[src/design/lcdst_pkg.sv]
// Package with timing constants, opcodes, address decode and shared types for the LCD scan core.
package lcdst_pkg;

  localparam logic [10:0] CYCLES_PER_LINE   = 11'd1232;
  localparam logic [10:0] VISIBLE_CYCLES    = 11'd960;
  localparam logic [10:0] HBLANK_FLAG_CYCLE = 11'd1006;
  localparam logic [7:0]  VISIBLE_LINES     = 8'd160;
  localparam logic [7:0]  TOTAL_LINES       = 8'd228;

  localparam logic [15:0] EN_VBLANK         = 16'h0008;
  localparam logic [15:0] EN_HBLANK         = 16'h0010;
  localparam logic [15:0] EN_MATCH          = 16'h0020;
  localparam logic [15:0] STATUS_WRITE_MASK = EN_VBLANK | EN_HBLANK | EN_MATCH | 16'hFF00;

  localparam logic [31:0] LCD_BASE    = 32'h0400_0000;
  localparam logic [31:0] LCD_LAST    = 32'h0400_0054;
  localparam logic [31:0] STATUS_ADDR = 32'h0400_0004;
  localparam logic [31:0] LINE_ADDR   = 32'h0400_0006;

  localparam logic [5:0] COUNT_MAX = 6'd63;
  localparam int         NUM_RD_REGS = 10;

  typedef enum logic [1:0] {
    OP_TICK      = 2'd0,
    OP_WR_STATUS = 2'd1,
    OP_RD_LCD    = 2'd2,
    OP_WR_LCD    = 2'd3
  } op_t;

  typedef enum logic [1:0] {
    ST_IDLE,
    ST_TICK,
    ST_DONE
  } state_t;

  // Result of one event step of the scan timing unit.
  typedef struct packed {
    logic [10:0] position;
    logic [7:0]  line;
    logic [15:0] cycles_left;
    logic        hblank_entry;
    logic        on_visible;
    logic        vblank_entry;
    logic        line_match;
  } step_res_t;

  // Readable register slot for an offset within the LCD window.
  typedef struct packed {
    logic       readable;
    logic [3:0] slot;
  } rd_slot_t;

  function automatic logic addr_is_lcd(input logic [31:0] a);
    return (a[0] == 1'b0) && (a >= LCD_BASE) && (a <= LCD_LAST) &&
           (a != STATUS_ADDR) && (a != LINE_ADDR);
  endfunction

  function automatic logic [15:0] reg_mask(input logic [6:0] off);
    case (off)
      7'h02:        return 16'h0001;
      7'h08, 7'h0A: return 16'hDFFF;
      7'h48, 7'h4A: return 16'h3F3F;
      7'h50:        return 16'h3FFF;
      7'h52:        return 16'h1F1F;
      default:      return 16'hFFFF;
    endcase
  endfunction

  function automatic rd_slot_t rd_slot(input logic [6:0] off);
    rd_slot_t r;
    r.readable = 1'b1;
    case (off)
      7'h00:   r.slot = 4'd0;
      7'h02:   r.slot = 4'd1;
      7'h08:   r.slot = 4'd2;
      7'h0A:   r.slot = 4'd3;
      7'h0C:   r.slot = 4'd4;
      7'h0E:   r.slot = 4'd5;
      7'h48:   r.slot = 4'd6;
      7'h4A:   r.slot = 4'd7;
      7'h50:   r.slot = 4'd8;
      7'h52:   r.slot = 4'd9;
      default: begin
        r.readable = 1'b0;
        r.slot     = 4'd0;
      end
    endcase
    return r;
  endfunction

endpackage

[src/design/lcdst_step.sv]
// One event step of the scan timing: advance up to the next hblank or line-end event.
module lcdst_step (
  input  logic [7:0]             line,
  input  logic [10:0]            position,
  input  logic [15:0]            cycles_left,
  input  logic [7:0]             match_line,
  output lcdst_pkg::step_res_t   res
);
  import lcdst_pkg::*;

  logic [10:0] next_event;
  logic [10:0] span;
  logic [15:0] step;
  logic [11:0] pos_sum;
  logic [8:0]  line_inc;
  logic [7:0]  line_wrapped;
  logic        wrap;

  always_comb begin
    next_event = (position < VISIBLE_CYCLES) ? VISIBLE_CYCLES : CYCLES_PER_LINE;
    span       = (next_event > position) ? (next_event - position) : 11'd0;
    step       = (cycles_left < {5'd0, span}) ? cycles_left : {5'd0, span};
    pos_sum    = {1'b0, position} + {1'b0, step[10:0]};
    wrap       = (pos_sum >= {1'b0, CYCLES_PER_LINE});
    line_inc   = {1'b0, line} + 9'd1;
    line_wrapped = (line_inc >= {1'b0, TOTAL_LINES}) ? 8'd0 : line_inc[7:0];

    res.cycles_left  = cycles_left - step;
    res.hblank_entry = (pos_sum == {1'b0, VISIBLE_CYCLES}) && (step != 16'd0);
    res.on_visible   = (line < VISIBLE_LINES);
    res.position     = wrap ? 11'd0 : pos_sum[10:0];
    res.line         = wrap ? line_wrapped : line;
    res.vblank_entry = wrap && (line_wrapped == VISIBLE_LINES);
    res.line_match   = wrap && (line_wrapped == match_line);
  end

endmodule

[src/design/lcd_scan_timing_and_status_core.sv]
// Top level of the LCD scan timing, status and register file core.
// Timing: a status write or register access goes straight from idle to the done state, whose
// result beat is registered; a tick first passes through the stepping state, one step for every
// hblank or line-end event it crosses or until its cycles run out. One item is in work at a time.
// Reset (rst, synchronous) clears line, position, status control and the LCD registers.
module lcd_scan_timing_and_status_core (
  input  logic        clk,
  input  logic        rst,
  input  logic        s_tvalid,
  output logic        s_tready,
  // s_tdata fields from bit 0: cycles[15:0], address[47:16], write_data[63:48]
  input  logic [63:0] s_tdata,
  // s_tuser fields from bit 0: opcode[1:0]
  input  logic [1:0]  s_tuser,
  output logic        m_tvalid,
  input  logic        m_tready,
  // m_tdata fields from bit 0: read_data[15:0], read_ok[16], write_ok[17],
  // status_word[33:18], current_line[41:34], cycle_in_line[52:42], hblank_irq[53],
  // vblank_irq[54], match_irq[55], hblank_count[61:56], vblank_count[67:62],
  // match_count[73:68], zero fill[79:74]
  output logic [79:0] m_tdata
);
  import lcdst_pkg::*;

  state_t state, state_next;

  // Architectural state. Only the readable LCD registers are kept, since a write to
  // any other register can never be observed.
  logic [7:0]  line_number;
  logic [10:0] line_position;
  logic [15:0] status_control;
  logic [15:0] lcd_regs [NUM_RD_REGS];

  // Per-item working registers.
  logic [15:0] cycles_left;
  logic [15:0] read_data;
  logic        read_ok, write_ok;
  logic        hblank_irq, vblank_irq, match_irq;
  logic [5:0]  hblank_count, vblank_count, match_count;

  logic        accept;
  op_t         opcode;
  logic [15:0] in_cycles, in_wdata;
  logic [31:0] in_addr;
  logic [6:0]  offset;
  logic        addr_ok;
  rd_slot_t    slot;
  step_res_t   step;
  logic [15:0] status_word;

  assign accept    = s_tvalid && s_tready;
  assign opcode    = op_t'(s_tuser);
  assign in_cycles = s_tdata[15:0];
  assign in_addr   = s_tdata[47:16];
  assign in_wdata  = s_tdata[63:48];
  assign offset    = in_addr[6:0];
  assign addr_ok   = addr_is_lcd(in_addr);
  assign slot      = rd_slot(offset);

  lcdst_step u_step (
    .line        (line_number),
    .position    (line_position),
    .cycles_left (cycles_left),
    .match_line  (status_control[15:8]),
    .res         (step)
  );

  always_ff @(posedge clk) begin
    if (rst) begin
      state <= ST_IDLE;
    end else begin
      state <= state_next;
    end
  end

  // The core takes a new item only when idle and out of reset; a tick with cycles left
  // goes to the stepping state, everything else is finished in the accept cycle.
  always_comb begin
    state_next = state;
    s_tready   = (state == ST_IDLE) && !rst;
    m_tvalid   = (state == ST_DONE);
    case (state)
      ST_IDLE: begin
        if (accept) begin
          state_next = (opcode == OP_TICK && in_cycles != 16'd0) ? ST_TICK : ST_DONE;
        end
      end
      ST_TICK: begin
        if (step.cycles_left == 16'd0) begin
          state_next = ST_DONE;
        end
      end
      ST_DONE: begin
        if (m_tready) begin
          state_next = ST_IDLE;
        end
      end
      default: state_next = ST_IDLE;
    endcase
  end

  // Architectural state updates.
  always_ff @(posedge clk) begin
    if (rst) begin
      line_number    <= 8'd0;
      line_position  <= 11'd0;
      status_control <= 16'd0;
      for (int i = 0; i < NUM_RD_REGS; i++) begin
        lcd_regs[i] <= 16'd0;
      end
    end else begin
      if (accept && opcode == OP_WR_STATUS) begin
        status_control <= in_wdata & STATUS_WRITE_MASK;
      end
      if (accept && opcode == OP_WR_LCD && addr_ok && slot.readable) begin
        lcd_regs[slot.slot] <= in_wdata & reg_mask(offset);
      end
      if (state == ST_TICK) begin
        line_number   <= step.line;
        line_position <= step.position;
      end
    end
  end

  // Per-item result registers: cleared on accept, accumulated while stepping.
  always_ff @(posedge clk) begin
    if (accept) begin
      cycles_left  <= in_cycles;
      read_ok      <= (opcode == OP_RD_LCD) && addr_ok && slot.readable;
      read_data    <= ((opcode == OP_RD_LCD) && addr_ok && slot.readable) ?
                      lcd_regs[slot.slot] : 16'd0;
      write_ok     <= (opcode == OP_WR_LCD) && addr_ok;
      hblank_irq   <= 1'b0;
      vblank_irq   <= 1'b0;
      match_irq    <= 1'b0;
      hblank_count <= 6'd0;
      vblank_count <= 6'd0;
      match_count  <= 6'd0;
    end else if (state == ST_TICK) begin
      cycles_left <= step.cycles_left;
      if (step.hblank_entry) begin
        if (step.on_visible && hblank_count != COUNT_MAX) begin
          hblank_count <= hblank_count + 6'd1;
        end
        if ((status_control & EN_HBLANK) != 16'd0) begin
          hblank_irq <= 1'b1;
        end
      end
      if (step.vblank_entry) begin
        if (vblank_count != COUNT_MAX) begin
          vblank_count <= vblank_count + 6'd1;
        end
        if ((status_control & EN_VBLANK) != 16'd0) begin
          vblank_irq <= 1'b1;
        end
      end
      if (step.line_match) begin
        if (match_count != COUNT_MAX) begin
          match_count <= match_count + 6'd1;
        end
        if ((status_control & EN_MATCH) != 16'd0) begin
          match_irq <= 1'b1;
        end
      end
    end
  end

  // Live status flags: vblank on lines from the first invisible one up to the one before
  // the last, hblank from the flag cycle on, match when the line equals the high byte.
  always_comb begin
    status_word = status_control;
    if (line_number >= VISIBLE_LINES && line_number < TOTAL_LINES - 8'd1) begin
      status_word[0] = 1'b1;
    end
    if (line_position >= HBLANK_FLAG_CYCLE) begin
      status_word[1] = 1'b1;
    end
    if (line_number == status_control[15:8]) begin
      status_word[2] = 1'b1;
    end
  end

  assign m_tdata = {6'd0, match_count, vblank_count, hblank_count,
                    match_irq, vblank_irq, hblank_irq,
                    line_position, line_number, status_word,
                    write_ok, read_ok, read_data};

endmodule
[config.mk]
export PLATFORM = sky130hd
export DESIGN_NAME = lcd_scan_timing_and_status_core
export DESIGN_NICKNAME = d
export VERILOG_FILES = /design/src/design/lcdst_pkg.sv /design/src/design/lcdst_step.sv /design/src/design/lcd_scan_timing_and_status_core.sv
export SDC_FILE = /design/constraint.sdc
export NUM_CORES = 1
export LEC_CHECK = 0
export BUFFER_PORTS_ARGS = -buffer_cell sky130_fd_sc_hd__clkbuf_2
export CORE_UTILIZATION = 65
export CTS_BUF_LIST = sky130_fd_sc_hd__clkbuf_4 sky130_fd_sc_hd__clkbuf_8
export DETAILED_ROUTE_END_ITERATION = 8
export PLACE_DENSITY = 0.85
export REMOVE_ABC_BUFFERS = 1
export SYNTH_ARGS = -nofsm -noshare
export SYNTH_HDL_FRONTEND = slang
export SYNTH_HIERARCHICAL = 1
export SYNTH_SLANG_ARGS = --single-unit
export TNS_END_PERCENT = 5
[constraint.sdc]
create_clock -name clk -period 23.7 [get_ports clk]
set_input_delay 7.11 -clock clk [delete_from_list [all_inputs] [get_ports clk]]
set_output_delay 7.11 -clock clk [all_outputs]
set_load 0.02 [all_outputs]
==> impl_metrics.py <==
metrics = {
    "outcome": {
        "status": "completed",
    },
    "critical_path": {
        "rr_startpoint": "line_position[6]",
        "path_class": "in2out",
        "worstSetupStartpoint": "rst",
        "critPathLaunchType": "input port",
        "endpoint_kind": "output pin",
        "crit_required_ps": 16590,
        "cp_max_fo": 36,
        "arrival_ps": 7850,
    },
    "timing": {
        "worstMarginPinSlew_ps": 1100,
        "finalSetupViolCount": 0,
        "fmax_ghz": 0.0668,
        "hold_violations": 0,
        "final.setup.tns_ps": 0,
        "fin_skew_ps": 14.6,
        "fin_crit_ps": 14960,
        "slew_violations": 0,
        "setup_ws_ps": 8740,
        "relSlewSlack_pct": 26.5,
        "rsz0062_at_grt": "no",
        "holdWs_ps": 475,
        "min_period_over_period_pct": 63.1,
    },
    "placed_design": {
        "pre_cts_ws_ps": 8740,
        "gp_routability_congestion": 0.913,
        "port-buffer-count": 143,
        "dp_hpwl_mm": 24.6,
        "dp.cells": 1778,
    },
    "global_routing": {
        "antenna_found_initial": 0,
        "gr-total-overflow": 0,
        "grt_max_degree": 58,
        "grt_pass1_vias": 11029,
        "grt_pass1_wl_mm": 56.5,
        "grt_use_total_pct": 32.5,
    },
    "final_layout": {
        "n_fill_cell": 1500,
        "layout_commonest_cell": "edfxtp_1",
        "mostFrequentLayoutCells": "194 x edfxtp_1, 162 x nand2_1, 143 x clkbuf_2, 136 x nor2_1, 61 x and2_1",
        "syn2layout_area_growth_pct": 12.3,
        "antenna_cells": 0,
        "nNetsFinal": 1658,
        "drive_gt1_share_pct": 19.8,
        "layout.cells.non_filler": 1851,
    },
    "yosys": {
        "yosysSeqAreaShare_pct": 48.6,
        "ys.flop_type": "edfxtp_1",
        "netlist_area_um2": 14200,
        "synth_warnings": 6,
        "ys_types": 96,
        "synthCells": 1393,
        "synth.avg_cell_area_um2": 10.2,
        "ys_seq_elements": 247,
        "synth-edff-count": 194,
        "async_reset_ff_share_pct": 0,
    },
    "die": {
        "fp.dieArea_um2": 22400,
        "core_um2": 21200,
        "num_io_pins": 152,
        "start_util_pct": 66.8,
        "num_rows": 53,
        "fp.dieW_um": 150,
        "die_y_um": 150,
    },
    "power": {
        "ir_drop_uv": 38.5,
        "power.density_nw_per_um2": 65.0,
        "power_w": 0.00104,
        "leakage_nw": 6.22,
    },
    "routing": {
        "dr.pass1.iters": 5,
        "vias": 11663,
        "routed_wirelength_mm": 36.5,
        "drtIter0Drc": 992,
        "drc": 0,
        "routedWlPerCell_um": 19.7,
        "ant_nets": 0,
        "viasPerCell": 6.30,
    },
    "cts": {
        "cts_root_buffer": "clkbuf_8",
        "clock-sinks": 247,
        "cts_tree": "done",
        "post_cts_buffers": 0,
        "clk_pin_slew_ps": 60,
        "clock_path_buffers": 3,
        "hold_buffers": 0,
        "ctsResizeCount": 0,
        "cts_buffers": 40,
        "htreeDepth": 2,
        "clkLatencyLatePin_ps": 550,
    },
    "worst_hold_path": {
        "worstHoldStart": "vblank_irq",
        "hold_class": "reg2reg",
    },
    "job": {
        "max_cap_violations": 0,
    },
}
[sequential cells by signal (all words and copies together), names as in the netlist]
signal          cells
state               2
match_irq           1
line_position      11
write_ok            1
vblank_irq          1
lcd_regs          160
line_number         8
match_count         6
hblank_irq          1
read_ok             1
cycles_left        16
status_control     11
read_data          16
hblank_count        6
vblank_count        6
[synthesized netlist by cell type (4+ instances only)]
cell type	instances	area, um2
buf_4	17	128
nand3b_1	4	30.0
a2111oi_0	10	87.6
nor2b_1	18	113
nor3_1	19	95.1
a211oi_1	18	135
or2_2	5	31.3
a31oi_1	28	175
a211o_1	5	43.8
mux2_2	36	405
o21ai_0	49	245
inv_1	55	206
buf_6	6	67.6
nand4_1	12	75.1
mux2i_1	32	320
xor2_1	22	193
o21a_1	11	82.6
a21oi_1	59	295
edfxtp_1	194	5830
buf_2	18	90.1
nor4_1	22	138
xnor2_1	34	298
nor2_1	136	510
or3_1	7	43.8
nor3b_1	27	203
nand2_1	162	608
a2111oi_2	8	120
and2_1	61	382
ha_1	41	513
nand2b_1	12	75.1
o211ai_1	5	37.5
o22ai_1	6	37.5
nand3_1	17	85.1
clkbuf_1	31	116
o21ai_1	16	80.1
dfxtp_1	53	1060
a32oi_1	14	123
a221oi_1	14	123
buf_1	6	22.5
nand4b_1	5	43.8
and3_1	15	93.8
a21o_1	6	45.0
[critical path, stage by stage]
cell and delay [ps]:
clkbuf_2 80, buf_4 260, nor3_2 190, clkbuf_2 210
[area by class of cell]
type                    count  area (um2)  area share, %
clock buffers              54         681           4.28
flip-flops and latches    247        6890           43.3
clock inverters            19         193           1.21
well taps                 275         344           2.16
repair buffers            157         821           5.16
inverters                  57         214           1.34
multi-input cells        1042        6780           42.6
[where the power goes]
group          total (W)  switching (W)  internal, W
Clock           0.000407       0.000175     0.000232
Combinational   0.000128      0.0000813    0.0000464
Sequential      0.000501      0.0000114     0.000489
[logic make-up after synthesis]
| kind of cell | count (synthesis) | synth area share, % |
|---|---|---|
| other cells | 1 | 0.0265 |
| compound gates | 285 | 14.0 |
| buf+inv | 138 | 4.68 |
| xor+xnor | 56 | 3.46 |
| flops | 247 | 48.6 |
| simple gates | 554 | 20.1 |
| mux | 69 | 5.23 |
| fa+ha+maj | 43 | 3.90 |
[through the flow]
| stage | utilization (%) | cell area, um2 |
|---|---|---|
| after floorplan | - | 13800 |
| after global placement | 70.9 | 15000 |
| after detailed placement | 70.9 | 15000 |
| after CTS | 75.0 | 15900 |
| after global routing | 75.0 | 15900 |
| final | 75.0 | 15900 |
[routing by layer]
layer,vias up,GRT usage [%],share of wire (%)
met2,622,55.2,49
li1,5374,-,-
met1,5575,41.1,39
met4,0,12.3,2.7
met3,92,6.13,8.9
met5,-,0,0
[path summary, 6_finish.rpt]
| check | depth (start not counted) | end | slack, ps |
|---|---|---|---|
| min reg2reg | 2 | vblank_irq | 470 |
| min | 2 | vblank_irq | 470 |
| max reg2reg | 34 | match_count[4] | 14500 |
| max | 4 | s_tready | 8740 |
Power figures use the tool's default switching activity.
